`config.mk`:
```
export PLATFORM = sky130hd
export DESIGN_NAME = periodic_event_timer_scheduler_top
export DESIGN_NICKNAME = d
export VERILOG_FILES = /design/src/rtl/core/pets_pkg.sv /design/src/rtl/core/periodic_event_timer_scheduler_top.sv /design/src/rtl/core/pets_fifo.sv
export SDC_FILE = /design/constraint.sdc
export NUM_CORES = 1
export LEC_CHECK = 0
export BUFFER_PORTS_ARGS = -buffer_cell sky130_fd_sc_hd__clkbuf_2
export CAP_MARGIN = 15
export CORE_UTILIZATION = 40
export CTS_CLUSTER_DIAMETER = 100
export DETAILED_ROUTE_END_ITERATION = 8
export GPL_ROUTABILITY_DRIVEN = 0
export PLACE_DENSITY = 0.64
export REMOVE_ABC_BUFFERS = 1
export SYNTH_ARGS = -nofsm -noshare
export SYNTH_HDL_FRONTEND = slang
export SYNTH_HIERARCHICAL = 1
export SYNTH_SLANG_ARGS = --single-unit
```
`constraint.sdc`:
```
create_clock -name clk -period 5.9 [get_ports clk]
set_input_delay 1.18 -clock clk [delete_from_list [all_inputs] [get_ports clk]]
set_output_delay 1.18 -clock clk [all_outputs]
set_load 0.02 [all_outputs]
```
`src/rtl/core/pets_pkg.sv`:
```
// ----------------------------------------------------------------------------
// Periodic event timer scheduler package
// Shared constants, operation codes, word types and sequencer states.
// ----------------------------------------------------------------------------
package pets_pkg;

  localparam int NUM_TIMERS = 16;
  localparam int FIFO_DEPTH = 16;
  localparam int TIME_WIDTH = 16;
  localparam int IDX_W = $clog2(NUM_TIMERS);
  localparam int FPTR_W = (FIFO_DEPTH > 1) ? $clog2(FIFO_DEPTH) : 1;
  localparam int FCNT_W = $clog2(FIFO_DEPTH + 1);

  typedef enum logic [3:0] {
    OP_CREATE  = 4'd0,
    OP_START   = 4'd1,
    OP_STOP    = 4'd2,
    OP_TICK    = 4'd3,
    OP_GET     = 4'd4,
    OP_PUT     = 4'd5,
    OP_SETPRIO = 4'd6,
    OP_MODIFY  = 4'd7,
    OP_JMODIFY = 4'd8,
    OP_RESTART = 4'd9,
    OP_SLEEP   = 4'd10,
    OP_RESUME  = 4'd11
  } op_t;

  typedef struct packed {
    logic [3:0]  op;
    logic [7:0]  timer_id;
    logic [15:0] new_period;
    logic [4:0]  new_priority;
  } in_word_t;

  typedef struct packed {
    logic       status;
    logic       event_found;
    logic [4:0] event_out;
  } out_word_t;

  typedef enum logic [1:0] {
    ST_IDLE,
    ST_WALK,
    ST_FINISH,
    ST_OUT
  } state_t;

endpackage

```
`src/rtl/core/periodic_event_timer_scheduler_top.sv`:
```
// ----------------------------------------------------------------------------
// Periodic event timer scheduler
// Channel   Direction  Word         Handshake
// in        input      in_word_t    in_valid / in_stall
// out       output     out_word_t   out_valid / out_stall
// Single-entry ops pass from accept through the walk and finish states to the
// result. Tick, get, create, sleep and resume walk the table one entry per
// cycle through one shared update unit. Reset clears the whole table at once.
// A stalled result holds the block until it is taken.
// ----------------------------------------------------------------------------
module periodic_event_timer_scheduler_top (
  input  logic                clk,
  input  logic                rst,
  input  logic                in_valid,
  output logic                in_stall,
  input  pets_pkg::in_word_t  in_data,
  output logic                out_valid,
  input  logic                out_stall,
  output pets_pkg::out_word_t out_data
);
  import pets_pkg::*;

  logic [NUM_TIMERS-1:0] created, running, pending, saved;
  logic [TIME_WIDTH-1:0] counts [NUM_TIMERS];
  logic [TIME_WIDTH-1:0] periods [NUM_TIMERS];
  logic [4:0] prios [NUM_TIMERS];

  state_t state, state_next;
  in_word_t cmd;
  logic [IDX_W-1:0] idx;
  logic [IDX_W-1:0] best;
  logic [4:0] top;
  logic walk_bad;
  out_word_t res;

  logic bad;
  logic [IDX_W-1:0] x;
  logic last;
  logic [TIME_WIDTH-1:0] cnt_inc;
  logic fire;
  logic fifo_push, fifo_pop, fifo_flush, fifo_ne;
  logic [4:0] push_id, head_id;

  assign bad = (cmd.timer_id == 8'd0) || (32'(cmd.timer_id) > NUM_TIMERS);
  assign x = IDX_W'(cmd.timer_id - 8'd1);
  assign last = (32'(idx) == NUM_TIMERS - 1);
  assign cnt_inc = counts[idx] + 1'b1;
  assign fire = (cnt_inc >= periods[idx]);

  assign in_stall = (state != ST_IDLE);
  assign out_valid = (state == ST_OUT);
  assign out_data = res;

  always_ff @(posedge clk) begin
    if (rst) begin
      state <= ST_IDLE;
    end else begin
      state <= state_next;
    end
  end

  always_comb begin
    state_next = state;
    fifo_push = 1'b0;
    fifo_pop = 1'b0;
    fifo_flush = 1'b0;
    push_id = 5'(32'(idx) + 1);
    case (state)
      ST_IDLE: begin
        if (in_valid) begin
          state_next = ST_WALK;
        end
      end
      ST_WALK: begin
        case (op_t'(cmd.op))
          OP_TICK: begin
            if (created[idx]) begin
              fifo_push = running[idx] && fire && (prios[idx] == 5'd0);
              if (last) begin
                state_next = ST_FINISH;
              end
            end else begin
              state_next = ST_FINISH;
            end
          end
          OP_GET, OP_CREATE, OP_SLEEP, OP_RESUME: begin
            fifo_flush = (op_t'(cmd.op) == OP_SLEEP);
            if (!created[idx] || last || (op_t'(cmd.op) == OP_CREATE
                && (bad || idx >= x))) begin
              state_next = ST_FINISH;
            end
          end
          OP_PUT: begin
            push_id = cmd.timer_id[4:0];
            fifo_push = !bad && (prios[x] == 5'd0);
            state_next = ST_FINISH;
          end
          default: begin
            state_next = ST_FINISH;
          end
        endcase
      end
      ST_FINISH: begin
        fifo_pop = (op_t'(cmd.op) == OP_GET) && (top == 5'd0);
        state_next = ST_OUT;
      end
      ST_OUT: begin
        if (!out_stall) begin
          state_next = ST_IDLE;
        end
      end
      default: begin
        state_next = ST_IDLE;
      end
    endcase
  end

  always_ff @(posedge clk) begin
    if (rst) begin
      created <= '0;
      running <= '0;
      pending <= '0;
      saved <= '0;
      for (int i = 0; i < NUM_TIMERS; i++) begin
        counts[i] <= '0;
        periods[i] <= '0;
        prios[i] <= '0;
      end
    end else begin
      case (state)
        ST_IDLE: begin
          if (in_valid) begin
            cmd <= in_data;
            idx <= '0;
            top <= '0;
            best <= '0;
            walk_bad <= 1'b0;
          end
        end
        ST_WALK: begin
          idx <= idx + 1'b1;
          case (op_t'(cmd.op))
            OP_TICK: begin
              if (created[idx] && running[idx]) begin
                counts[idx] <= fire ? '0 : cnt_inc;
                if (fire && prios[idx] != 5'd0) begin
                  pending[idx] <= 1'b1;
                end
              end
            end
            OP_GET: begin
              if (created[idx] && pending[idx] && prios[idx] > top) begin
                top <= prios[idx];
                best <= idx;
              end
            end
            OP_CREATE: begin
              if (!bad && idx < x && !created[idx]) begin
                walk_bad <= 1'b1;
              end
            end
            OP_SLEEP: begin
              if (created[idx]) begin
                counts[idx] <= '0;
                pending[idx] <= 1'b0;
                saved[idx] <= running[idx];
                running[idx] <= 1'b0;
              end
            end
            OP_RESUME: begin
              if (created[idx]) begin
                running[idx] <= saved[idx];
                saved[idx] <= 1'b0;
              end
            end
            default: begin
              if (!bad) begin
                case (op_t'(cmd.op))
                  OP_START: running[x] <= 1'b1;
                  OP_STOP: begin
                    running[x] <= 1'b0;
                    counts[x] <= '0;
                  end
                  OP_PUT: begin
                    if (prios[x] != 5'd0) begin
                      pending[x] <= 1'b1;
                    end
                  end
                  OP_SETPRIO: prios[x] <= cmd.new_priority;
                  OP_MODIFY: begin
                    counts[x] <= '0;
                    periods[x] <= TIME_WIDTH'(cmd.new_period);
                  end
                  OP_JMODIFY: periods[x] <= TIME_WIDTH'(cmd.new_period);
                  OP_RESTART: begin
                    counts[x] <= '0;
                    running[x] <= 1'b1;
                  end
                  default: begin
                  end
                endcase
              end
            end
          endcase
        end
        ST_FINISH: begin
          res.status <= 1'b0;
          res.event_found <= 1'b0;
          res.event_out <= '0;
          case (op_t'(cmd.op))
            OP_CREATE: begin
              if (bad || walk_bad) begin
                res.status <= 1'b1;
              end else begin
                created[x] <= 1'b1;
                periods[x] <= TIME_WIDTH'(cmd.new_period);
                prios[x] <= '0;
              end
            end
            OP_GET: begin
              if (top != 5'd0) begin
                pending[best] <= 1'b0;
                res.event_found <= 1'b1;
                res.event_out <= 5'(32'(best) + 1);
              end else if (fifo_ne) begin
                res.event_found <= 1'b1;
                res.event_out <= head_id;
              end
            end
            OP_TICK, OP_SLEEP, OP_RESUME: begin
            end
            OP_START, OP_STOP, OP_PUT, OP_SETPRIO, OP_MODIFY, OP_JMODIFY,
            OP_RESTART: begin
              res.status <= bad;
            end
            default: begin
              res.status <= 1'b1;
            end
          endcase
        end
        default: begin
        end
      endcase
    end
  end

  pets_fifo u_fifo (
    .clk(clk),
    .rst(rst),
    .push(fifo_push),
    .push_id(push_id),
    .pop(fifo_pop),
    .flush(fifo_flush),
    .not_empty(fifo_ne),
    .head_id(head_id)
  );

`ifndef SYNTHESIS
  a_hold: assert property (@(posedge clk) disable iff (rst)
    out_valid && out_stall |=> out_valid && $stable(out_data))
    else $error("result word changed while stalled");
  a_busy: assert property (@(posedge clk) disable iff (rst)
    out_valid |-> in_stall) else $error("input taken while result pending");
  a_found: assert property (@(posedge clk) disable iff (rst)
    out_valid && out_data.event_found |-> out_data.event_out != 5'd0)
    else $error("found flag without id");
`endif
endmodule

```
`src/rtl/core/pets_fifo.sv`:
```
// ----------------------------------------------------------------------------
// Periodic event timer scheduler id queue
// Circular queue of event ids with a fill count; a push when full is dropped.
// ----------------------------------------------------------------------------
module pets_fifo (
  input  logic       clk,
  input  logic       rst,
  input  logic       push,
  input  logic [4:0] push_id,
  input  logic       pop,
  input  logic       flush,
  output logic       not_empty,
  output logic [4:0] head_id
);
  import pets_pkg::*;

  logic [4:0] mem [FIFO_DEPTH];
  logic [FPTR_W-1:0] head;
  logic [FPTR_W-1:0] tail;
  logic [FCNT_W-1:0] count;

  function automatic logic [FPTR_W-1:0] inc(input logic [FPTR_W-1:0] p);
    if (32'(p) == FIFO_DEPTH - 1) begin
      return '0;
    end
    return p + 1'b1;
  endfunction

  assign not_empty = (count != '0);
  assign head_id = mem[head];

  always_ff @(posedge clk) begin
    if (push && (32'(count) < FIFO_DEPTH)) begin
      mem[tail] <= push_id;
    end
  end

  always_ff @(posedge clk) begin
    if (rst || flush) begin
      head <= '0;
      tail <= '0;
      count <= '0;
    end else begin
      if (push && (32'(count) < FIFO_DEPTH)) begin
        tail <= inc(tail);
        count <= count + 1'b1;
      end else if (pop && not_empty) begin
        head <= inc(head);
        count <= count - 1'b1;
      end
    end
  end

`ifndef SYNTHESIS
  a_count_max: assert property (@(posedge clk) disable iff (rst)
    32'(count) <= FIFO_DEPTH) else $error("queue count overflow");
  a_flush: assert property (@(posedge clk) flush && !rst |=> count == '0)
    else $error("flush left entries");
  a_pop_dec: assert property (@(posedge clk) disable iff (rst)
    pop && !push && !flush && not_empty |=> count == $past(count) - 1'b1)
    else $error("pop did not decrement");
`endif
endmodule

```
After elaboration in Yosys (flattened, before gate mapping):

Memories as Yosys holds them, arrays and structs flattened. A register that Yosys moved wholly into a read port is not among the register bits.
Index checks and enable logic that the tools add are counted.
Widths: inputs -> output; s select.

* bitwise operators: 22
* add/subtract/negate cells: 9
* reduce and logical (&&, ||, !) cells: 62
* equality and inequality tests: 37
* muxes and demuxes: 152
* magnitude comparators: 12

Operators by type and width (number)
* $mux 16: 22
* $pmux 16 s2: 3
* $pmux 16 s3: 2
* $and 16x16->16: 5
* $mux 1: 76
* $mux 4: 16
* $or 16x16->16: 4
* $not 16->16: 3
* $reduce_or 16->1: 3
* $mux 5: 9
* $bwmux 16: 2
* $eq 4x4->1 const B: 7
* $ne 2x2->1 const B: 11
* $reduce_bool 5->1: 4
* $add 16x1->16 const B: 1
* $bmux 1 s4: 4
* $eq 4x3->1 const B: 4
* $ge 16x16->1: 1
* $logic_and 1x1->1: 16
* $ne 4x4->1 const B: 4
* $pmux 4 s2: 2
* $logic_not 5->1: 3
* $lt 4x5->1 const B: 3
* $add 4x1->4 const B: 3
* other kinds (44): 86

* output and inout bits: 9
* register bits: 133
* RAM bits: 672
* memories: 4
* logic and storage cells: 317
* input bits: 37

Memories
* counts: words 16, width 16, rd ports 1, clocked after memory_dff 1, write ports 16, RTL line periodic_event_timer_scheduler_top.sv:24 `logic [TIME_WIDTH-1:0] counts [NUM_TIMERS];`
* periods: words 16, width 16, rd ports 1, clocked after memory_dff 1, write ports 16, RTL line periodic_event_timer_scheduler_top.sv:25 `logic [TIME_WIDTH-1:0] periods [NUM_TIMERS];`
* prios: words 16, width 5, rd ports 2, clocked after memory_dff 1, write ports 16, RTL line periodic_event_timer_scheduler_top.sv:26 `logic [4:0] prios [NUM_TIMERS];`
* u_fifo.mem: words 16, width 5, rd ports 1, clocked after memory_dff 1, write ports 1, RTL line pets_fifo.sv:17 `logic [4:0] mem [FIFO_DEPTH];`

Logic depth before layout (Yosys ltp):

Gate-level depths: netlist of the first run.

* depth after elaboration: 13
* mapped depth: 28
* depth with buffers taken out: 23

Hierarchy:

The synthesis of the first run kept the hierarchy.

Modules (own cells, without submodules)
* periodic_event_timer_scheduler_top: sequential area each 20799.9 µm², area an instance 34957.3 µm², instances 1, cells an instance 2605
* pets_fifo: sequential area each 2742.6 µm², area an instance 3951.3 µm², instances 1, cells an instance 237

Least setup slack after synthesis of the first run:

No wires, ideal clock.

* path type: register -> register
* start point: register (tool-made name)
* end point: register u_fifo.count[4]
* setup slack: 399 ps
* setup time: 120 ps
* required time: 5780 ps
* path buffers: 7
* clock period less this slack: 5501 ps
* arrival time: 5380 ps
* cell stages (with the launch flop): 25
* path through: dfxtp_1 -> buf_6 -> buf_6 -> buf_8 -> buf_6 -> buf_2 -> buf_1 -> mux4_2 -> mux4_2 -> inv_1 -> ha_1 -> a21o_1 -> a21o_1 -> a221oi_1 -> o221ai_1 -> nand4_1 -> o31ai_1 -> nand2b_1 -> buf_2 -> inv_2 -> fa_1 -> nand3b_1 -> nand3_1 -> a2bb2oi_1 -> a21oi_1

RTL lines
* to (signal assigned): RTL line pets_fifo.sv:46 `count <= count + 1'b1;`
* to (signal assigned): RTL line pets_fifo.sv:49 `count <= count - 1'b1;`
* to (decl): RTL line pets_fifo.sv:20 `logic [FCNT_W-1:0] count;`

==> results of run 1 <==
## flip-flops by register name, indices dropped and copies added, names as in the netlist, named ones only
register,count
u_fifo/count,5
saved,16
u_fifo/head,4
best,4
idx,4
prios,80
out_data,7
cmd,33
u_fifo/tail,4
top,5
u_fifo/mem,80
counts,256
walk_bad,1
created,16
pending,16
periods,256
state,2
## cells in the final DEF (no fill, tap or decap), drive strengths merged, types with 54 or more instances in the layout
cell and n:
and2 274, nand3 91, mux4 215, clkbuf 159
buf 126, edfxtp 726, inv 68, dfxtp 87
nand2 119, nand2b 54, nor2 429
## kinds of logic (layout without fill, tap and decap cells)
group | Yosys count | after routing | synth area share [%]
buffers and inverters | 269 | 399 | 3.31
adders and majority gates | 54 | 54 | 1.76
xor gates and xnor gates | 21 | 21 | 0.473
DFF | 813 | 813 | 60.5
muxes | 271 | 271 | 14.2
and+or+nand+nor | 1139 | 1139 | 14.6
AOI/OAI and AO/OA | 275 | 275 | 5.21
## final cells by class
cell class	count	area, um^2	share of cell area [%]
clock buffer	114	2410	5.51
clock inverter	51	522	1.19
inverter	63	240	0.549
multi-input combinational	1760	14200	32.4
sequential	813	23600	53.8
tap	1276	1600	3.65
timing repair buffer	171	1280	2.92
## synth_stat cells (all sizes together) (17+ instances only)
cell / count / area share (%)
o221ai: 29 / 0.65
inv: 63 / 0.61
mux2i: 43 / 1.1
nand3: 91 / 1.2
o21a: 20 / 0.39
nor2: 429 / 4.1
mux4: 215 / 13
a22oi: 19 / 0.37
a21oi: 24 / 0.31
or2: 35 / 0.56
o22ai: 24 / 0.42
and2: 274 / 4.4
nor4: 35 / 0.61
o21ai: 38 / 0.51
edfxtp: 726 / 56
buf: 68 / 1.1
clkbuf: 136 / 1.5
ha: 53 / 1.7
a2111oi: 17 / 0.38
nand2: 119 / 1.1
nand2b: 54 / 0.87
nor3: 45 / 0.61
dfxtp: 87 / 4.5
## worst max-delay path, delay by kind of cell, from the launching register on
| kind | cells | cell delay, ns |
|---|---|---|
| AO/OA/AOI/OAI | 8 | 1.34 |
| AND/OR/NAND/NOR | 7 | 1.33 |
| multiplexers | 2 | 1.12 |
| buffers and inverters | 5 | 0.74 |
| adder cells (fa/ha/maj) | 2 | 0.72 |
| flip-flops | 1 | 0.36 |
## repair_timing
item | 4_1_cts | 5_1_grt
pin swaps | 0 | 3
resized for setup | 1 | 21
endpoints found under the setup margin | 6 | 203
buffers inserted | 2 | 9
endpoints found under the hold margin | 0 | 0
## worst max-delay path by stage
| stage | endpoint | slack (ns) | depth (start not counted) |
|---|---|---|---|
| after global placement | u_fifo/count[4] | -0.04 | 22 |
| after detailed placement | u_fifo/count[4] | -0.08 | 22 |
| after global routing | u_fifo/count[4] | -0.10 | 25 |
| after floorplan | u_fifo/count[4] | -5.13 | 23 |
| after CTS | u_fifo/count[4] | 0.03 | 23 |
| final | u_fifo/count[4] | 0.15 | 24 |
## power by group through the flow
stage,Combinational [mW],Clock (mW),Sequential [mW]
after floorplan,3.01,0,7.07
after global placement,4.86,0,6.94
after detailed placement,4.88,0,6.94
after CTS,4.89,5.66,6.82
after global routing,5.38,5.87,6.83
final,5.07,5.57,6.80
## per-layer routing
metal / share of wire [%] / global-route usage [%]
met2: 47 / 33.1
met3: 7.9 / 3.19
met4: 2.7 / 6.55
met5: 0 / 0
met1: 42 / 28.7
==> impl_metrics.csv, run 1 <==
group,metric,value,unit
min_path,min-delay-path-class,"reg -> reg",
global_routing,grt_pass1_vias,24100,
finish,final_area,0.0438,mm^2
floorplanning,io_pins,46,
setup_path,worst_ep_required_time,6.42,ns
sta,min_period,5.75,ns
setup_path,reg2reg_slack,0.15,ns
yosys,ys.flop_type,"edfxtp_1",
setup_path,r2r_cells,24,
placement,port_buffers,45,
placement,detailed_place_hpwl,65300,um
clock_network,numCtsBuffers,89,
min_path,hp-start,"saved[12]",
floorplanning,coreArea,0.0966,mm^2
yosys,syn_area_per_cell,13.7,um^2
power_and_ir_drop,switching_power,5.82,mW
power_and_ir_drop,p_leak,15.1,nW
finish,drive_gt1_share,19.5,%
sta,fmax,0.174,GHz
setup_path,slowest_delay,0.57,ns
placement,placedCellCount,4069,
sta,hold_slack,0.468,ns
yosys,synth_warnings,6,
detailed_routing,vias_per_cell,5.75,
setup_path,crit_slowest_cell,"mux4_2",
sta,finalSetupTns,0,ns
global_routing,grt_pass1_wl,153000,um
yosys,yosys_register_bits,813,
detailed_routing,drt-total-wl,102000,um
clock_network,clkSinkCount,813,
min_path,holdPathEnd,"saved[12]",
sta,finClkSkew,0.0312,ns
setup_path,arrival,6.28,ns
sta,layout_setup_ws,0.146,ns
power_and_ir_drop,p_int,11.6,mW
power_and_ir_drop,power_frac_comb,29.1,%
clock_network,insertion_delay,0.66,ns
setup_path,r2r_end,"u_fifo/count[4]",
power_and_ir_drop,power_density,398,mW/mm^2
detailed_routing,via_count,24400,
yosys,seq_area_frac_synth,60.5,%
clock_network,clockBufferDepth,3,
sta,hold_viol_final,0,
clock_network,ctsRootBufferMaster,"clkbuf_16",
min_path,min_path_cells,2,
clock_network,clk_pin_slew,0.06,ns
finish,finalNonFillerCells,4248,
status,status,"finished clean",
detailed_routing,drt_iter0_markers,2371,
sta,finalCritPeriodShare,97.5,%
floorplanning,die_h,314,um
setup_path,crit_type,"reg -> reg",
clock_network,hold_buffers,0,
yosys,syn-cell-area,0.0389,mm^2
sta,slew_viol_final,0,
yosys,synth_cell_types,85,
flow_run,drv_cap,0,
setup_path,cp_cell_sequence,"buf_12, buf_16, mux4_2, mux4_2, nand2_1, a21oi_1, and4_1, or2_2, ha_1, a21o_1, a21o_1, a221oi_2, o221ai_2, buf_4, nand4_1, o31ai_2, nand2b_1, buf_4, inv_2, fa_1, nand3b_1, nand3_1, a2bb2oi_1, a21oi_1",
placement,dpl-instance-area,0.0406,mm^2
detailed_routing,ant_nets,0,
yosys,synth-async-reset-ratio,0,%
power_and_ir_drop,irDropWorstVdd,297,uV
setup_path,critPathCaptureType,"flop",
global_routing,grt_antenna_before_repair,3,
power_and_ir_drop,p_total,17.4,mW
setup_path,worst-path-max-fanout,23,
clock_network,htreeDepth,3,
power_and_ir_drop,switching_share,33.4,%
power_and_ir_drop,pwr-share-clk,32.0,%
detailed_routing,drcViolationCount,0,
global_routing,grtUsageTotal,20.6,%
clock_network,cts_tree,"done",
finish,syn_to_final_growth,12.5,%
yosys,synth_cells,2842,
yosys,synth_edf_count,726,
finish,nNetsFinal,2989,
detailed_routing,routedWlPerCell,24.0,um
sta,slew_headroom,17.6,%
setup_path,startpoint_type,"flop",
detailed_routing,dr.pass1.iters,7,
floorplanning,die-area,0.0985,mm^2
floorplanning,start_util,40.3,%
finish,utilization,45.3,%
sta,setup_viol,0,
placement,pre_cts_ws,-0.0759,ns
finish,n_fill_cell,8470,
floorplanning,die_width,314,um
finish,antennaDiodeCount,0,
floorplanning,rows,114,
power_and_ir_drop,power_frac_seq,39.0,%
global_routing,grt_overflow,0,
global_routing,grt_max_degree,85,
sta,worstMarginPinSlew,1.24,ns
No activity file was read; power rests on OpenSTA's default activity.
==> run 2, diff against run 1 <==
--- a/config.mk
+++ b/config.mk
@@ -11,7 +11,7 @@
 export CTS_CLUSTER_DIAMETER = 100
 export DETAILED_ROUTE_END_ITERATION = 8
 export GPL_ROUTABILITY_DRIVEN = 0
-export PLACE_DENSITY = 0.64
+export PLACE_DENSITY = 0.62
 export REMOVE_ABC_BUFFERS = 1
 export SYNTH_ARGS = -nofsm -noshare
 export SYNTH_HDL_FRONTEND = slang
==> constraint.sdc (replaced) <==
create_clock -name clk -period 5.8 [get_ports clk]
set_input_delay 1.16 -clock clk [delete_from_list [all_inputs] [get_ports clk]]
set_output_delay 1.16 -clock clk [all_outputs]
set_load 0.02 [all_outputs]
==> run 2 against run 1 <==
  * Register-to-register slack improved by 0.09 ns
  * Clock-buffer cell count down 1
  * Global-route usage is 0.81 points higher
  * Clock power is 3.8% higher
  * Hold slack better by 0.0026 ns
  * Final area increased by 0.21%
  * Combinational power is 1% higher
  * Via count up 2.1%
  * Flip-flop and latch count stayed put
  * Sequential power grew 2%
  * Cell count is essentially flat
  * Sequential share of layout area down 0.11 points
  * Largest cell class unchanged
  * Highest routed layer unchanged
==> impl_metrics.csv, run 2 (synthesis results as in run 1) <==
group,metric,value,unit
status,status,"finished clean",
global_routing,grt_pass1_vias,25100,
finish,utilization,45.4,%
power_and_ir_drop,irDropWorstVdd,334,uV
sta,slew_viol_final,0,
global_routing,grt_antenna_before_repair,1,
sta,hold_viol_final,0,
global_routing,grt_overflow,0,
setup_path,r2r_cells,24,
detailed_routing,routedWlPerCell,24.9,um
setup_path,worst-path-max-fanout,11,
power_and_ir_drop,power_frac_seq,38.9,%
floorplanning,die_width,314,um
sta,setup_viol,0,
placement,port_buffers,45,
floorplanning,die_h,314,um
clock_network,cts_tree,"done",
min_path,min-delay-path-class,"reg -> reg",
floorplanning,start_util,40.3,%
sta,hold_slack,0.471,ns
setup_path,critPathBufInv,3,
setup_path,reg2reg_slack,0.23,ns
setup_path,crit_type,"reg -> reg",
clock_network,hold_buffers,0,
setup_path,critPathCaptureType,"flop",
sta,slew_headroom,21.6,%
finish,n_fill_cell,8468,
sta,finClkSkew,0.0498,ns
power_and_ir_drop,pwr-share-clk,32.4,%
min_path,holdPathEnd,"created[3]",
setup_path,startpoint_type,"flop",
power_and_ir_drop,p_leak,15.1,nW
power_and_ir_drop,p_int,11.9,mW
global_routing,grt_max_degree,86,
setup_path,crit_family,"compound AO/OA/AOI/OAI gates",
setup_path,slowest_delay,0.56,ns
detailed_routing,vias_per_cell,5.86,
floorplanning,rows,114,
finish,syn_to_final_growth,12.7,%
setup_path,crit_slowest_cell,"mux4_1",
finish,antennaDiodeCount,0,
finish,drive_gt1_share,19.8,%
clock_network,numCtsBuffers,90,
clock_network,ctsRootBufferMaster,"clkbuf_16",
global_routing,grtUsageTotal,21.4,%
power_and_ir_drop,power_density,407,mW/mm^2
sta,layout_setup_ws,0.234,ns
flow_run,drv_cap,0,
global_routing,grt_pass1_wl,158000,um
power_and_ir_drop,switching_share,33.1,%
sta,min_period,5.57,ns
placement,pre_cts_ws,0.0480,ns
setup_path,r2r_end,"u_fifo/count[3]",
min_path,hp-start,"created[3]",
finish,final_cell_mix,"edfxtp_1 (726), nor2_1 (428), and2_1 (271)",
power_and_ir_drop,p_total,17.8,mW
finish,nNetsFinal,2996,
clock_network,clk_pin_slew,0.06,ns
detailed_routing,dr.pass1.iters,6,
clock_network,clkSinkCount,813,
setup_path,worst_ep_required_time,6.36,ns
min_path,min_path_cells,2,
detailed_routing,drcViolationCount,0,
detailed_routing,via_count,24900,
sta,fmax,0.180,GHz
detailed_routing,ant_nets,0,
detailed_routing,drt_iter0_markers,2766,
setup_path,arrival,6.13,ns
placement,detailed_place_hpwl,68800,um
clock_network,clockBufferDepth,3,
sta,finalSetupTns,0,ns
power_and_ir_drop,switching_power,5.89,mW
power_and_ir_drop,power_frac_comb,28.7,%
finish,top_regs,"counts (256), periods (256)",
finish,layout.cells.most_common,"edfxtp_1",
floorplanning,die-area,0.0985,mm^2
setup_path,cp.depth,24,
floorplanning,coreArea,0.0966,mm^2
sta,worstMarginPinSlew,1.17,ns
setup_path,cp_cell_sequence,"buf_8, mux4_1, mux4_2, ha_2, nand2_1, o22a_2, a211o_4, nor4_1, or2_2, ha_1, nand4_1, nor2_2, o2111ai_1, o221ai_2, buf_6, nand4_1, o31ai_4, nand2b_1, buf_4, ha_4, a21oi_1, nand2_1, xnor2_1, o31ai_1",
clock_network,insertion_delay,0.69,ns
detailed_routing,drt-total-wl,106000,um
sta,finalCritPeriodShare,96.0,%
floorplanning,io_pins,46,
clock_network,htreeDepth,3,
run 2: cell types whose count changed in the layout (fill, tap and decap cells not counted), sizes merged:
cell    change
clkinv      -6
bufinv      +4
clkbuf      -2
buf         +7
run 2: cell type report:
cell class                 instances  area (um^2)  area share (%)
clock buffer                     113         2350            5.35
inverter                          63          236           0.539
timing repair buffer             177         1310            2.98
multi-input combinational       1760        14200            32.3
tap                             1276         1600            3.64
sequential                       813        23600            53.7
clock inverter                    49          643            1.47
run 2: power by group through the flow:
stage,clock (mW),sequential (mW),combinational (mW)
2_1_floorplan,0,7.19,3.07
3_3_place_gp,0,7.04,4.82
3_5_place_dp,0,7.06,4.90
4_1_cts,5.86,6.94,4.92
5_1_grt,6.08,6.96,5.43
6_report,5.78,6.93,5.12
run 2: routing by layer:
metal	wire, um	vias to the layer above	track usage (%)
met5	0	-	0
met4	2860	0	7.18
met3	8460	199	4.02
met2	51700	1146	35.4
met1	42800	12700	28.3
li1	-	10800	-
run 2: stage by stage:
| step | area (um^2) | cells |
|---|---|---|
| after detailed placement | 40700 | 4081 |
| after floorplan | 37900 | 2636 |
| final | 43900 | 4251 |
| after global placement | 40700 | 4080 |
| after CTS | 43700 | 4243 |
| after global routing | 43900 | 4251 |
run 2: what timing repair did:
action,in CTS,in global routing
setup buffers,0,6
endpoints found under the setup margin,0,87
endpoints found under the hold margin,0,0
resized for setup,0,32
run 2: how the worst max path moves through the flow:
stage | start | to | slack, ns
global placement | flop | u_fifo/count[4] | 0.15
global route | flop | u_fifo/count[3] | -0.03
floorplan | flop | u_fifo/count[4] | -5.23
detailed placement | flop | u_fifo/count[3] | 0.05
finish | flop | u_fifo/count[3] | 0.23
CTS | flop | u_fifo/count[3] | 0.006
run 2: worst register-to-register path, cell delays in order, from the launching register on:
cell,delay (ns)
dfxtp_4,0.41
buf_8,0.17
mux4_1,0.56
mux4_2,0.51
ha_2,0.24
nand2_1,0.11
o22a_2,0.21
a211o_4,0.16
nor4_1,0.08
or2_2,0.30
ha_1,0.31
nand4_1,0.14
nor2_2,0.18
o2111ai_1,0.16
o221ai_2,0.26
buf_6,0.17
nand4_1,0.21
o31ai_4,0.14
nand2b_1,0.12
buf_4,0.21
ha_4,0.26
a21oi_1,0.14
nand2_1,0.08
xnor2_1,0.13
o31ai_1,0.22
==> run 3, diff against run 2 <==
--- a/config.mk
+++ b/config.mk
@@ -5,13 +5,14 @@
 export SDC_FILE = /design/constraint.sdc
 export NUM_CORES = 1
 export LEC_CHECK = 0
+export ABC_AREA = 1
 export BUFFER_PORTS_ARGS = -buffer_cell sky130_fd_sc_hd__clkbuf_2
 export CAP_MARGIN = 15
 export CORE_UTILIZATION = 40
 export CTS_CLUSTER_DIAMETER = 100
 export DETAILED_ROUTE_END_ITERATION = 8
 export GPL_ROUTABILITY_DRIVEN = 0
-export PLACE_DENSITY = 0.62
+export PLACE_DENSITY_LB_ADDON = 0.05
 export REMOVE_ABC_BUFFERS = 1
 export SYNTH_ARGS = -nofsm -noshare
 export SYNTH_HDL_FRONTEND = slang
==> run 3 against run 2 <==
  * Final area up 1.1%
  * Clock-buffer cell count is 11 higher
  * Combinational power is 73% higher
  * Highest routed layer unchanged
  * Clock power is 0.7% higher
  * Sequential share of layout area is 0.56 points lower
  * Global-route usage is 3.0 points higher
  * Critical path depth grew 8
  * Via count is 22% higher
==> impl_metrics.csv, run 3 <==
group,metric,value,unit
detailed_routing,ant_nets,0,
detailed_routing,drt_iter0_markers,2774,
setup_path,slowest_delay,0.42,ns
floorplanning,rows,115,
clock_network,cts_tree,"done",
yosys,syn_area_per_cell,9.10,um^2
sta,min_period,5.28,ns
floorplanning,coreArea,0.0987,mm^2
floorplanning,io_pins,46,
global_routing,grtUsageTotal,24.4,%
detailed_routing,drcViolationCount,0,
setup_path,crit_slowest_cell,"dfxtp_4",
finish,utilization,44.9,%
clock_network,clkSinkCount,813,
finish,syn_to_final_growth,10.8,%
clock_network,insertion_delay,0.69,ns
setup_path,cp_common_cell,"nand2_1",
sta,slew_headroom,24.9,%
power_and_ir_drop,p_leak,17.4,nW
sta,hold_viol_final,0,
power_and_ir_drop,switching_share,43.7,%
yosys,synth_cell_types,54,
yosys,synth_area_leader_cell,"edfxtp_1",
clock_network,htreeDepth,3,
finish,finalNonFillerCells,5717,
setup_path,crit_type,"reg -> reg",
sta,fmax,0.189,GHz
yosys,synth_edf_count,726,
placement,placedCellCount,5550,
yosys,synth-async-reset-ratio,0,%
global_routing,grt_pass1_vias,29600,
yosys,synth_warnings,6,
sta,finalCritPeriodShare,91.1,%
finish,nNetsFinal,4452,
setup_path,crit_family,"simple AND/OR/NAND/NOR gates",
clock_network,clk_pin_slew,0.06,ns
floorplanning,die_h,318,um
yosys,ys.flop_type,"edfxtp_1",
placement,port_buffers,45,
setup_path,worst-path-max-fanout,73,
power_and_ir_drop,power_frac_seq,32.1,%
yosys,yosys_register_bits,813,
sta,setup_viol,0,
power_and_ir_drop,pwr-share-clk,26.9,%
global_routing,grt_antenna_before_repair,2,
flow_run,drv_cap,0,
detailed_routing,vias_per_cell,5.34,
detailed_routing,dr.pass1.iters,6,
power_and_ir_drop,irDropWorstVdd,501,uV
yosys,synth_top_area_share,54.5,%
power_and_ir_drop,power_frac_comb,41.0,%
detailed_routing,routedWlPerCell,22.0,um
clock_network,clockBufferDepth,3,
floorplanning,start_util,40.5,%
yosys,synth_cells,4398,
setup_path,critPathBufInv,4,
finish,top_regs,"counts (256), periods (256)",
detailed_routing,via_count,30500,
setup_path,worst_ep_required_time,6.42,ns
setup_path,arrival,5.90,ns
sta,hold_slack,0.460,ns
power_and_ir_drop,p_total,21.6,mW
yosys,syn-cell-area,0.0400,mm^2
finish,final_cell_mix,"nor2_1 (1051), nand2_1 (882), edfxtp_1 (726)",
floorplanning,die-area,0.101,mm^2
clock_network,numCtsBuffers,93,
sta,slew_viol_final,0,
finish,layout.cells.most_common,"nor2_1",
finish,drive_gt1_share,7.61,%
setup_path,startpoint_type,"flop",
min_path,min-delay-path-class,"reg -> reg",
power_and_ir_drop,power_density,488,mW/mm^2
yosys,yosysMostFrequentCell,"nor2_1",
sta,finClkSkew,0.0317,ns
power_and_ir_drop,switching_power,9.45,mW
yosys,seq_area_frac_synth,58.8,%
clock_network,ctsRootBufferMaster,"clkbuf_16",
global_routing,grt_max_degree,154,
detailed_routing,drt-total-wl,126000,um
yosys,synthTopCellsByArea,"edfxtp_1 (54%), nor2_1 (9.9%), nand2_1 (8.3%)",
yosys,synthTopCellsByCount,"nor2_1 (1052), nand2_1 (882), edfxtp_1 (726)",
finish,antennaDiodeCount,0,
global_routing,grt_overflow,0,
placement,detailed_place_hpwl,80000,um
setup_path,critPathCaptureType,"flop",
min_path,hp-start,"created[8]",
sta,worstMarginPinSlew,1.12,ns
status,status,"finished clean",
global_routing,grt_pass1_wl,188000,um
sta,rsz0062_at_grt,"false",
sta,finalSetupTns,0,ns
floorplanning,die_width,318,um
power_and_ir_drop,p_int,12.2,mW
clock_network,hold_buffers,0,
## run 3: cell types whose count changed after synthesis, sizes merged, moves of 35 or more
cell	delta
inv	+287
or2	-35
buf	+59
and2	-268
nand3	+211
mux4	-215
a21oi	+56
nor2	+640
nand2	+782
o211ai	+66
mux2i	-43
o21ai	+298
nand2b	-54
## run 3: final cells by class
| type | instances | area [um^2] |
|---|---|---|
| fill | 9618 | 54400 |
| sequential | 813 | 23600 |
| multi-input combinational | 2977 | 13900 |
| clock buffer | 124 | 2540 |
| tap | 1287 | 1610 |
| inverter | 355 | 1360 |
| timing repair buffer | 121 | 963 |
| clock inverter | 40 | 398 |
## run 3: power groups by stage
stage               registers [mW]  clock network (mW)  logic, mW
global route                  6.98                6.11       9.57
detailed placement            7.06                   0       8.78
floorplan                     7.33                   0       4.88
CTS                           6.94                5.92       8.80
finish                        6.95                5.82       8.86
global placement              7.06                   0       8.81
## run 3: cell families after synthesis
family / count (synthesis) / synth area share (%)
compound gates: 586 / 8.64
xor+xnor: 9 / 0.216
fa+ha+maj: 54 / 1.71
buf+inv: 608 / 6.47
flops: 813 / 58.8
simple gates: 2328 / 24.1
## run 3: final timing paths
| kind | to | slack (ns) | cells past startpoint |
|---|---|---|---|
| worst max-delay path | u_fifo/count[3] | 0.52 | 32 |
| worst min-delay path | created[8] | 0.46 | 2 |
| worst max register to register | u_fifo/count[3] | 0.52 | 32 |
| worst min register to register | created[8] | 0.46 | 2 |
## run 3: repair_timing
action | 4_1_cts | 5_1_grt
resized for setup | 0 | 1
setup buffers | 0 | 1
endpoints found under the setup margin | 0 | 75
## run 3: per-stage QoR
stage / setup slack (ns) / cell area (um^2)
final: 0.519 / 44300
after global routing: 0.00775 / 44300
after CTS: 0.419 / 44200
after detailed placement: 0.455 / 41300
after global placement: 0.469 / 41300
after floorplan: -7.64 / 38800
## run 3: layer usage
metal | vias up | part of all wire, % | wire length (um) | track usage (%)
li1 | 14600 | - | - | -
met1 | 14900 | 46 | 57600 | 34.5
met2 | 850 | 47 | 59200 | 40.0
met3 | 178 | 5.0 | 6350 | 2.81
met4 | 0 | 2.2 | 2720 | 5.99
met5 | - | 0 | 0 | 0
## run 3: tightest hold or removal path, delay by kind of cell (launching register included)
| family | cells | cell delay [ns] |
|---|---|---|
| flip-flops | 1 | 0.32 |
| AND/OR/NAND/NOR | 1 | 0.05 |
| AO/OA/AOI/OAI | 1 | 0.06 |
